--- src/sv/deq_pkg.sv ---
// Package: command and status codes, beat types and row control for the deque core.
package deq_pkg;

    localparam int DEPTH_DEFAULT = 16;
    localparam int WORD_W        = 32;
    localparam int OCC_W         = 5;

    typedef enum logic [2:0] {
        CMD_SIZE       = 3'd0,
        CMD_PUSH_BACK  = 3'd1,
        CMD_PUSH_FRONT = 3'd2,
        CMD_POP_BACK   = 3'd3,
        CMD_POP_FRONT  = 3'd4,
        CMD_FRONT      = 3'd5,
        CMD_BACK       = 3'd6,
        CMD_CLEAR      = 3'd7
    } t_cmd;

    typedef enum logic [1:0] {
        ST_OK        = 2'd0,
        ST_VALUE     = 2'd1,
        ST_ERR_EMPTY = 2'd2,
        ST_ERR_FULL  = 2'd3
    } t_status;

    typedef struct packed {
        t_cmd                      cmd;
        logic signed [WORD_W-1:0]  push_word;
    } t_in_beat;

    typedef struct packed {
        t_status                   status;
        logic signed [WORD_W-1:0]  result_word;
        logic [OCC_W-1:0]          occupancy;
    } t_out_beat;

    // shift_r: insert at cell 0, shift_l: drop cell 0, load: write cell at count
    typedef struct packed {
        logic shift_r;
        logic shift_l;
        logic load;
    } t_row_ctl;

endpackage

--- src/sv/deq_cell.sv ---
// One storage cell of a deque row: holds a word, takes from either neighbor or the push bus.
module deq_cell
    import deq_pkg::*;
#(
    parameter int CW    = 5,
    parameter int INDEX = 0
) (
    input  logic                     i_clk,
    input  t_row_ctl                 i_ctl,
    input  logic [CW-1:0]            i_count,
    input  logic signed [WORD_W-1:0] i_push_word,
    input  logic signed [WORD_W-1:0] i_left_word,
    input  logic signed [WORD_W-1:0] i_right_word,
    output logic signed [WORD_W-1:0] o_word
);

    logic signed [WORD_W-1:0] r_word;
    logic signed [WORD_W-1:0] n_word;

    always_comb begin
        n_word = r_word;
        if (i_ctl.shift_r) begin
            n_word = i_left_word;
        end else if (i_ctl.shift_l) begin
            n_word = i_right_word;
        end else if (i_ctl.load && (i_count == CW'(INDEX))) begin
            n_word = i_push_word;
        end
    end

    always_ff @(posedge i_clk) begin
        r_word <= n_word;
    end

    assign o_word = r_word;

endmodule

--- src/sv/deq_row.sv ---
// Row of deque cells with its head at cell 0; words move one cell per shift.
module deq_row
    import deq_pkg::*;
#(
    parameter int DEPTH = DEPTH_DEFAULT,
    parameter int CW    = $clog2(DEPTH + 1)
) (
    input  logic                     i_clk,
    input  t_row_ctl                 i_ctl,
    input  logic [CW-1:0]            i_count,
    input  logic signed [WORD_W-1:0] i_push_word,
    output logic signed [WORD_W-1:0] o_head_word
);

    logic signed [WORD_W-1:0] w_word [DEPTH];

    for (genvar g = 0; g < DEPTH; g++) begin : g_cell
        logic signed [WORD_W-1:0] w_left;
        logic signed [WORD_W-1:0] w_right;

        if (g == 0) begin : g_first
            assign w_left = i_push_word;
        end else begin : g_mid_l
            assign w_left = w_word[g-1];
        end

        if (g == DEPTH - 1) begin : g_last
            assign w_right = w_word[g];
        end else begin : g_mid_r
            assign w_right = w_word[g+1];
        end

        deq_cell #(
            .CW    (CW),
            .INDEX (g)
        ) u_cell (
            .i_clk        (i_clk),
            .i_ctl        (i_ctl),
            .i_count      (i_count),
            .i_push_word  (i_push_word),
            .i_left_word  (w_left),
            .i_right_word (w_right),
            .o_word       (w_word[g])
        );
    end

    assign o_head_word = w_word[0];

endmodule

--- src/sv/double_ended_queue_core.sv ---
// Top level of the double-ended queue core: command decode, fill count and result register.
//
// Every command beat is taken as it is presented and its result beat appears on o_result with
// o_done high in the next cycle; o_busy stays low, so a command may be issued every
// cycle. Results cannot be stalled. The queue is held in two rows of DEPTH cells, one with
// the front word at its head and one with the back word at its head; pushes shift one row
// by a cell and write the other row at the cell that the fill count selects, pops shift
// only one row, so both ends are always read at a fixed cell.
module double_ended_queue_core
    import deq_pkg::*;
#(
    parameter int DEPTH = DEPTH_DEFAULT
) (
    input  logic      i_clk,
    input  logic      i_rst_n,
    input  logic      i_start,
    input  t_in_beat  i_item,
    output logic      o_busy,
    output logic      o_done,
    output t_out_beat o_result
);

    localparam int CW = $clog2(DEPTH + 1);

    logic [CW-1:0]            r_count;
    logic [CW-1:0]            n_count;
    logic                     r_done;
    t_out_beat                r_result;
    t_out_beat                n_result;
    t_row_ctl                 w_front_ctl;
    t_row_ctl                 w_back_ctl;
    logic signed [WORD_W-1:0] w_front_word;
    logic signed [WORD_W-1:0] w_back_word;
    logic                     w_accept;
    logic                     w_empty;
    logic                     w_full;
    logic [31:0]              w_count_ext;
    logic [31:0]              w_next_ext;

    assign o_busy   = 1'b0;
    assign w_accept = i_start && !o_busy;
    assign w_empty  = (r_count == '0);
    assign w_full   = (r_count == CW'(DEPTH));

    assign w_count_ext = 32'(r_count);
    assign w_next_ext  = 32'(n_count);

    always_comb begin
        n_count     = r_count;
        w_front_ctl = '0;
        w_back_ctl  = '0;
        n_result.status      = ST_OK;
        n_result.result_word = '0;
        case (i_item.cmd)
            CMD_SIZE: begin
                n_result.status      = ST_VALUE;
                n_result.result_word = w_count_ext;
            end
            CMD_PUSH_BACK: begin
                if (w_full) begin
                    n_result.status = ST_ERR_FULL;
                end else begin
                    w_front_ctl.load  = w_accept;
                    w_back_ctl.shift_r = w_accept;
                    n_count = r_count + CW'(1);
                end
            end
            CMD_PUSH_FRONT: begin
                if (w_full) begin
                    n_result.status = ST_ERR_FULL;
                end else begin
                    w_front_ctl.shift_r = w_accept;
                    w_back_ctl.load     = w_accept;
                    n_count = r_count + CW'(1);
                end
            end
            CMD_POP_BACK: begin
                if (w_empty) begin
                    n_result.status = ST_ERR_EMPTY;
                end else begin
                    w_back_ctl.shift_l   = w_accept;
                    n_result.status      = ST_VALUE;
                    n_result.result_word = w_back_word;
                    n_count = r_count - CW'(1);
                end
            end
            CMD_POP_FRONT: begin
                if (w_empty) begin
                    n_result.status = ST_ERR_EMPTY;
                end else begin
                    w_front_ctl.shift_l  = w_accept;
                    n_result.status      = ST_VALUE;
                    n_result.result_word = w_front_word;
                    n_count = r_count - CW'(1);
                end
            end
            CMD_FRONT: begin
                if (w_empty) begin
                    n_result.status = ST_ERR_EMPTY;
                end else begin
                    n_result.status      = ST_VALUE;
                    n_result.result_word = w_front_word;
                end
            end
            CMD_BACK: begin
                if (w_empty) begin
                    n_result.status = ST_ERR_EMPTY;
                end else begin
                    n_result.status      = ST_VALUE;
                    n_result.result_word = w_back_word;
                end
            end
            CMD_CLEAR: begin
                n_count = '0;
            end
            default: begin
                n_count = r_count;
            end
        endcase
        n_result.occupancy = w_next_ext[OCC_W-1:0];
    end

    deq_row #(
        .DEPTH (DEPTH),
        .CW    (CW)
    ) u_front_row (
        .i_clk       (i_clk),
        .i_ctl       (w_front_ctl),
        .i_count     (r_count),
        .i_push_word (i_item.push_word),
        .o_head_word (w_front_word)
    );

    deq_row #(
        .DEPTH (DEPTH),
        .CW    (CW)
    ) u_back_row (
        .i_clk       (i_clk),
        .i_ctl       (w_back_ctl),
        .i_count     (r_count),
        .i_push_word (i_item.push_word),
        .o_head_word (w_back_word)
    );

    always_ff @(posedge i_clk) begin
        if (!i_rst_n) begin
            r_count <= '0;
            r_done  <= 1'b0;
        end else begin
            r_done <= w_accept;
            if (w_accept) begin
                r_count <= n_count;
            end
        end
    end

    always_ff @(posedge i_clk) begin
        if (w_accept) begin
            r_result <= n_result;
        end
    end

    assign o_done   = r_done;
    assign o_result = r_result;

endmodule

--- config.mk ---
export PLATFORM = sky130hd
export DESIGN_NAME = double_ended_queue_core
export DESIGN_NICKNAME = d
export VERILOG_FILES = /design/src/sv/deq_pkg.sv /design/src/sv/deq_cell.sv /design/src/sv/deq_row.sv /design/src/sv/double_ended_queue_core.sv
export SDC_FILE = /design/constraint.sdc
export NUM_CORES = 2
export LEC_CHECK = 0
export BUFFER_PORTS_ARGS = -buffer_cell sky130_fd_sc_hd__buf_4
export CORE_AREA = 2 2 431 433
export CTS_BUF_LIST = sky130_fd_sc_hd__clkbuf_4 sky130_fd_sc_hd__clkbuf_8
export CTS_CLUSTER_DIAMETER = 80
export DETAILED_ROUTE_END_ITERATION = 6
export DIE_AREA = 0 0 433 435
export PLACE_DENSITY_LB_ADDON = 0.12
export SYNTH_ARGS = -nofsm -noshare
export SYNTH_HDL_FRONTEND = slang
export SYNTH_SLANG_ARGS = --single-unit
--- constraint.sdc ---
create_clock -name i_clk -period 12.71 [get_ports i_clk]
set_input_delay 1.271 -clock i_clk [delete_from_list [all_inputs] [get_ports i_clk]]
set_output_delay 1.271 -clock i_clk [all_outputs]
set_load 0.005 [all_outputs]
# ---- After elaboration in Yosys (flattened, before gate mapping)
# Cells that the tools add are included.
dict set report op_classes {
  n_addsub 2
  n_eq_ne 25
  muxes 111
  n_reduce_logical 73
}
# op count
set op_table {}
lappend op_table {{32-bit two-way mux} 98}
lappend op_table {{32-bit case mux with 3 select lines} 1}
lappend op_table {{3-bit nonzero test} 30}
lappend op_table {{5-bit by 4-bit equality test with 1-bit output (second input constant)} 8}
lappend op_table {{1-bit logical AND} 32}
lappend op_table {{5-bit by 3-bit equality test with 1-bit output (second input constant)} 4}
lappend op_table {{5-bit case mux with 3 select lines} 1}
lappend op_table {{3-bit equality test (second input constant)} 4}
lappend op_table {{5-bit by 2-bit equality test with 1-bit output (second input constant)} 2}
lappend op_table {{5-bit two-way mux} 2}
lappend op_table {{2-bit OR reduction} 4}
lappend op_table {{3-bit by 2-bit equality test with 1-bit output (second input constant)} 2}
lappend op_table {{1-bit two-way mux} 6}
lappend op_table {{2-bit case mux with 3 select lines} 1}
lappend op_table {{5-bit by 1-bit adder with 5-bit output (second input constant)} 1}
lappend op_table {{5-bit by 1-bit equality test with 1-bit output (second input constant)} 1}
lappend op_table {{5-bit equality test (second input constant)} 1}
lappend op_table {{5-bit zero test} 1}
lappend op_table {{5-bit by 1-bit subtractor with 5-bit output (second input constant)} 1}
lappend op_table {{2-bit two-way mux} 2}
lappend op_table {{2-bit AND reduction} 2}
lappend op_table {{2-bit nonzero test} 2}
lappend op_table {{4-bit OR reduction} 1}
lappend op_table {{3-bit by 1-bit equality test with 1-bit output (second input constant)} 1}
lappend op_table {{other kinds (3)} 3}
dict set report word_totals {
  reg_bits 1069
  input_bits 38
  output_inout_bits 41
  elab_cells 248
}

# ---- Depth between registers and ports, before layout
dict set report logic_depth {
  ltp_word 7
  mapped_depth 12
  mapped_depth_nobuf 7
}

# ---- Cells and area by module
# Synthesis repeated with hierarchy kept, for this count alone.
dict set report unflattened {
  hier_cells 4775
  hier_area_um2 56425.4
}
# mod n_inst cells_per_inst area_per_inst_um2 seq_area_each_um2
set by_module_without_submodules {}
lappend by_module_without_submodules {{deq_cell at u_back_row.g_cell[10].u_cell ...} 8 142 1690.4 960.9}
lappend by_module_without_submodules {{deq_cell at u_back_row.g_cell[1].u_cell ...} 8 142 1689.1 960.9}
lappend by_module_without_submodules {{deq_cell at u_back_row.g_cell[11].u_cell ...} 6 141 1686.6 960.9}
lappend by_module_without_submodules {{deq_cell at u_back_row.g_cell[13].u_cell ...} 4 143 1690.4 960.9}
lappend by_module_without_submodules {{deq_cell at u_back_row.g_cell[0].u_cell ...} 4 142 1686.6 960.9}
lappend by_module_without_submodules {{deq_cell at u_back_row.g_cell[3].u_cell ...} 2 141 1685.4 960.9}
lappend by_module_without_submodules {double_ended_queue_core 1 235 2391.0 1291.2}

# ---- Worst setup path before layout
# OpenSTA, ideal clock, no wires.
dict set report synth_timing {
  path_kind {input -> register}
  startpoint {in i_start}
  endpoint {reg u_back_row.g_cell[7].u_cell.r_word[0] (enable)}
  setup_time_ns 0.466
  arrival_ns 5.001
  required_ns 12.244
  setup_slack_ns 7.243
  cell_stages 8
  n_path_buf 4
  path_cell_list {clkbuf_1 nand2b_1 nor3_1 buf_2 buf_2 buf_1 nand2_1 o21ai_0}
}
dict set report synth_between {
  elab_chain_cells 4
  elab_cells_between_ends 7
  cone_classes {mux (5); reduce/logical (2)}
}
# item line_no
set synth_rtl {}
lappend synth_rtl {{start: declaration} double_ended_queue_core.sv:16} ;# input logic i_start,
lappend synth_rtl {{1-bit two-way mux} {double_ended_queue_core.sv:60, double_ended_queue_core.sv:69}}
lappend synth_rtl {{1-bit two-way mux} double_ended_queue_core.sv:54} ;# case (i_item.cmd)
lappend synth_rtl {{1-bit logical AND} deq_cell.sv:26} ;# end else if (i_ctl.load && (i_count == CW'(INDEX))) begin
lappend synth_rtl {{3-bit nonzero test (no source line) *} -}
lappend synth_rtl {{end signal: assignment} deq_cell.sv:32} ;# r_word <= n_word;
lappend synth_rtl {{end: declaration} deq_cell.sv:17} ;# logic signed [WORD_W-1:0] r_word;
# Every way passes the cells marked *; elsewhere a longest branch is shown, timed or not.
# A chain may end at the register's enable or synchronous reset.

# ---- Final worst setup path
dict set report layout_timing {
  startpoint {in i_start}
  endpoint {reg u_back_row.g_cell[14].u_cell.r_word[3] (data pin)}
}
dict set report layout_between {
  elab_chain_cells 4
  elab_cells_between_ends 6
  cone_classes {mux (6)}
}
# item line_no
set layout_rtl {}
lappend layout_rtl {{1-bit two-way mux} double_ended_queue_core.sv:78} ;# if (w_empty) begin
lappend layout_rtl {{1-bit two-way mux} double_ended_queue_core.sv:54}
lappend layout_rtl {{32-bit two-way mux} deq_cell.sv:24} ;# end else if (i_ctl.shift_l) begin
lappend layout_rtl {{32-bit two-way mux *} deq_cell.sv:22} ;# if (i_ctl.shift_r) begin
lappend layout_rtl {{net u_back_row.g_cell[14].u_cell.n_word[3]} deq_cell.sv:18} ;# logic signed [WORD_W-1:0] n_word;
lappend layout_rtl {{end signal: assignment} deq_cell.sv:32}
lappend layout_rtl {{end: declaration} deq_cell.sv:17}
# The timed path passes the listed nets; every way through them passes the cells marked *.

==> results.py <==
metrics = {
    "timing": {
        "hold_viol_final": 0,
        "fmax_mhz": 178,
        "period_share_pct": 44.3,
        "tns_ns": 0,
        "slew_viol_final": 0,
        "max_slew_margin_pct": 19.9,
        "period_minus_slack_ns": 5.63,
        "finalSetupViolCount": 0,
        "rsz0062_at_grt": "no",
        "tightest_slew_ns": 1.20,
        "skew_ns": 0.0358,
    },
    "critical_path": {
        "r2r_end": "u_back_row.g_cell[14].u_cell.o_word[3]",
        "path_class": "in -> reg",
        "cp-end-kind": "flip-flop",
        "crit_chain": "buf_4 > nand2b_1 > nor4_4 > buf_4 > buf_4 > buf_4 > buf_4 > a221o_1",
        "reg2reg_slack_ns": 7.10,
        "timing.rr.start": "r_count[0]",
        "path_delay_family": "buffers and inverters",
        "cp_slowest_stage_delay_ns": 0.99,
        "crit_top_cell": "buf_4",
        "arrival_ns": 6.40,
        "rr_worst_depth": 9,
        "start_kind": "primary input",
        "critical_path.max_fanout": 109,
        "crit_buf_inv": 5,
        "cp.required_ns": 13.48,
        "crit_slowest_cell": "buf_4",
    },
    "route": {
        "first_pass_iters": 6,
        "via_count": 29300,
        "drc": 0,
        "routed_wirelength_um": 142000,
        "wire_per_inst_um": 26.0,
        "ant_nets": 0,
        "drt_iter0_markers": 3255,
        "vias_per_cell": 5.36,
    },
    "min_path": {
        "hold_end": "u_back_row.g_cell[0].u_cell.o_word[13]",
        "whs_path_depth": 2,
        "hp-start": "u_back_row.g_cell[1].u_cell.o_word[13]",
        "holdCritPathClass": "reg -> reg",
    },
    "finish": {
        "stdcell_area_um2": 52400,
        "nFillCells": 18300,
        "fin_nets": 2870,
        "syn_to_final_growth_pct": 14.3,
        "drive_above_1_share_pct": 19.1,
    },
    "synthesis": {
        "yosys_warnings": 0,
        "ys.flop_type": "edfxtp_1",
        "yosys.area.top_type_share_pct": 69.7,
        "syn_nets": 2894,
        "yosysTopAreaCell": "edfxtp_1",
        "ys_types": 58,
        "yosysSeqAreaShare_pct": 70.0,
        "synth_area_leaders": "edfxtp_1 70%, a221o_1 20%, clkbuf_1 1.9%, nand2_1 1.8%, mux2_2 1.6%",
        "async_reset_ff_share_pct": 0,
        "synth.cell_area_um2": 45800,
        "synth-seq-cells": 1069,
        "syn-instance-count": 2850,
        "synth.avg_cell_area_um2": 16.1,
        "synth-edff-count": 1063,
    },
    "grt": {
        "grt_pass1_wl_um": 206000,
        "grt_overflow": 0,
        "antenna_found_initial": 11,
        "grt.total_usage_pct": 14.6,
        "grt_pass1_vias": 29100,
        "grt_max_degree": 233,
    },
    "die": {
        "dieArea_um2": 188000,
        "coreArea_um2": 184000,
        "dieHeight_um": 435,
        "rows": 158,
        "io-pin-count": 79,
        "start_util_pct": 24.9,
        "die_w_um": 433,
    },
    "clock_network": {
        "clock_path_buffers": 3,
        "h-tree-depth": 4,
        "cts_root_buf": "clkbuf_8",
        "clock_sinks": 1069,
        "postCtsHoldBufs": 0,
        "post_cts_buffers": 0,
        "clk_pin_slew_ns": 0.06,
        "post_cts_resized": 0,
        "cts_tree": "done",
        "clk_latency_ns": 0.92,
        "cts_buffers": 192,
    },
    "pwr": {
        "p_leak_nw": 17.0,
        "power_density_nw_per_um2": 154,
        "ir_drop_mv": 0.103,
    },
    "flow_run": {
        "drv_cap": 0,
    },
    "placed_design": {
        "hpwl_um": 76200,
        "io_buffer_count": 77,
        "placed_area_um2": 48700,
        "place.gp.congestion": 0.747,
    },
    "run_status": {
        "status": "completed",
    },
}
-- stage by stage --
| step | cells | hold WS (ns) | total power (W) | worst slack [ns] | util, % |
|---|---|---|---|---|---|
| after floorplan | 2850 | 0.510 | 0.00468 | 7.24 | - |
| after global placement | 5112 | 0.530 | 0.00493 | 6.49 | 26.4 |
| after detailed placement | 5112 | 0.531 | 0.00495 | 6.31 | 26.4 |
| after CTS | 5462 | 0.541 | 0.00819 | 7.27 | 28.4 |
| after global routing | 5463 | 0.560 | 0.00839 | 6.68 | 28.4 |
| final | 5469 | 0.540 | 0.00805 | 7.08 | 28.4 |
-- cell families after synthesis --
| logic type | after synthesis | share of synthesized area (%) |
|---|---|---|
| DFF | 1069 | 70.0 |
| AOI/OAI and AO/OA | 993 | 20.9 |
| buffers and inverters | 360 | 3.62 |
| and+or+nand+nor | 351 | 3.63 |
| muxes | 65 | 1.60 |
| adders and majority gates | 6 | 0.164 |
| xor gates and xnor gates | 5 | 0.0957 |
| other | 1 | 0.00819 |
-- cell type report --
type                    instances  area (µm²)  share of cell area, %
flip-flops and latches       1069       32000                   61.2
multi-input cells            1421       12500                   23.8
clock buffers                 258        3150                   6.02
well taps                    2480        3100                   5.93
repair buffers                136        1030                   1.97
clock inverters                92         503                  0.961
inverters                       6        22.5                 0.0430
diodes                          7        17.5                 0.0335
-- cell usage after synthesis (13+ instances only) --
cell      instances
mux2_2           64
a22oi_1          33
and3_1           33
buf_2            75
buf_6            25
clkbuf_1        234
o21ai_0          39
nor2_1           35
nand2_1         215
and2_4           20
edfxtp_1       1063
a221o_1         896
buf_1            13
-- per-layer routing --
layer / wire length, µm / track usage (%) / vias up
met5: 0 / 0 / -
met4: 3780 / 4.87 / 0
met3: 7010 / 2.36 / 222
met2: 66900 / 23.4 / 1073
met1: 64600 / 20.0 / 15700
li1: - / - / 12400
-- worst max path at each step --
stage | end | startpoint | slack (ns) | cells past startpoint
2_1_floorplan | u_back_row.g_cell[7].u_cell.o_word[0] | i_start | 7.24 | 8
3_3_place_gp | u_back_row.g_cell[5].u_cell.o_word[7] | i_start | 6.49 | 8
3_5_place_dp | u_back_row.g_cell[14].u_cell.o_word[9] | i_start | 6.31 | 8
4_1_cts | u_back_row.g_cell[14].u_cell.o_word[3] | r_count[0] | 7.27 | 9
5_1_grt | u_back_row.g_cell[8].u_cell.o_word[7] | r_count[0] | 6.68 | 9
6_report | u_back_row.g_cell[14].u_cell.o_word[3] | i_start | 7.08 | 8
-- worst register-to-register path, stage by stage (launching register included) --
cell and delay (ns):
dfxtp_1 0.51, inv_1 0.14, ha_1 0.31, and4bb_4 0.26, nor4_4 0.21, buf_4 0.77
buf_4 0.85, buf_4 0.97, buf_4 1.07, a221o_1 0.39
-- cell usage in the layout (no fill, tap or decap), drive strengths merged, types with 2 or more instances in the layout --
| master | instances |
|---|---|
| nor3b | 2 |
| edfxtp | 1063 |
| o21ai | 43 |
| a21oi | 8 |
| xor2 | 3 |
| nand2b | 3 |
| mux2 | 64 |
| nor2 | 36 |
| or3 | 3 |
| clkinvlp | 5 |
| clkinv | 77 |
| or4 | 2 |
| clkbuf | 258 |
| and2 | 34 |
| inv | 15 |
| a21boi | 2 |
| nand3b | 2 |
| dfxtp | 6 |
| nand3 | 4 |
| xnor2 | 2 |
| a211o | 2 |
| buf | 136 |
| diode | 7 |
| a22oi | 33 |
| and3 | 33 |
| a221o | 896 |
| nand2 | 216 |
| ha | 6 |
| nor3 | 6 |
-- state kept, by name (all words and copies together) (netlist names) --
signal,cells
u_back_row.g_cell.u_cell.o_word,512
u_front_row.g_cell.u_cell.o_word,512
o_result,39
r_count,5
o_done,1
-- where the power goes --
group / total [W] / switching [W] / internal (W)
clock network: 0.00317 / 0.00153 / 0.00164
registers: 0.00419 / 0.0000929 / 0.00410
logic: 0.000689 / 0.000431 / 0.000257
Note: power is estimated with default switching activity, not from simulation.
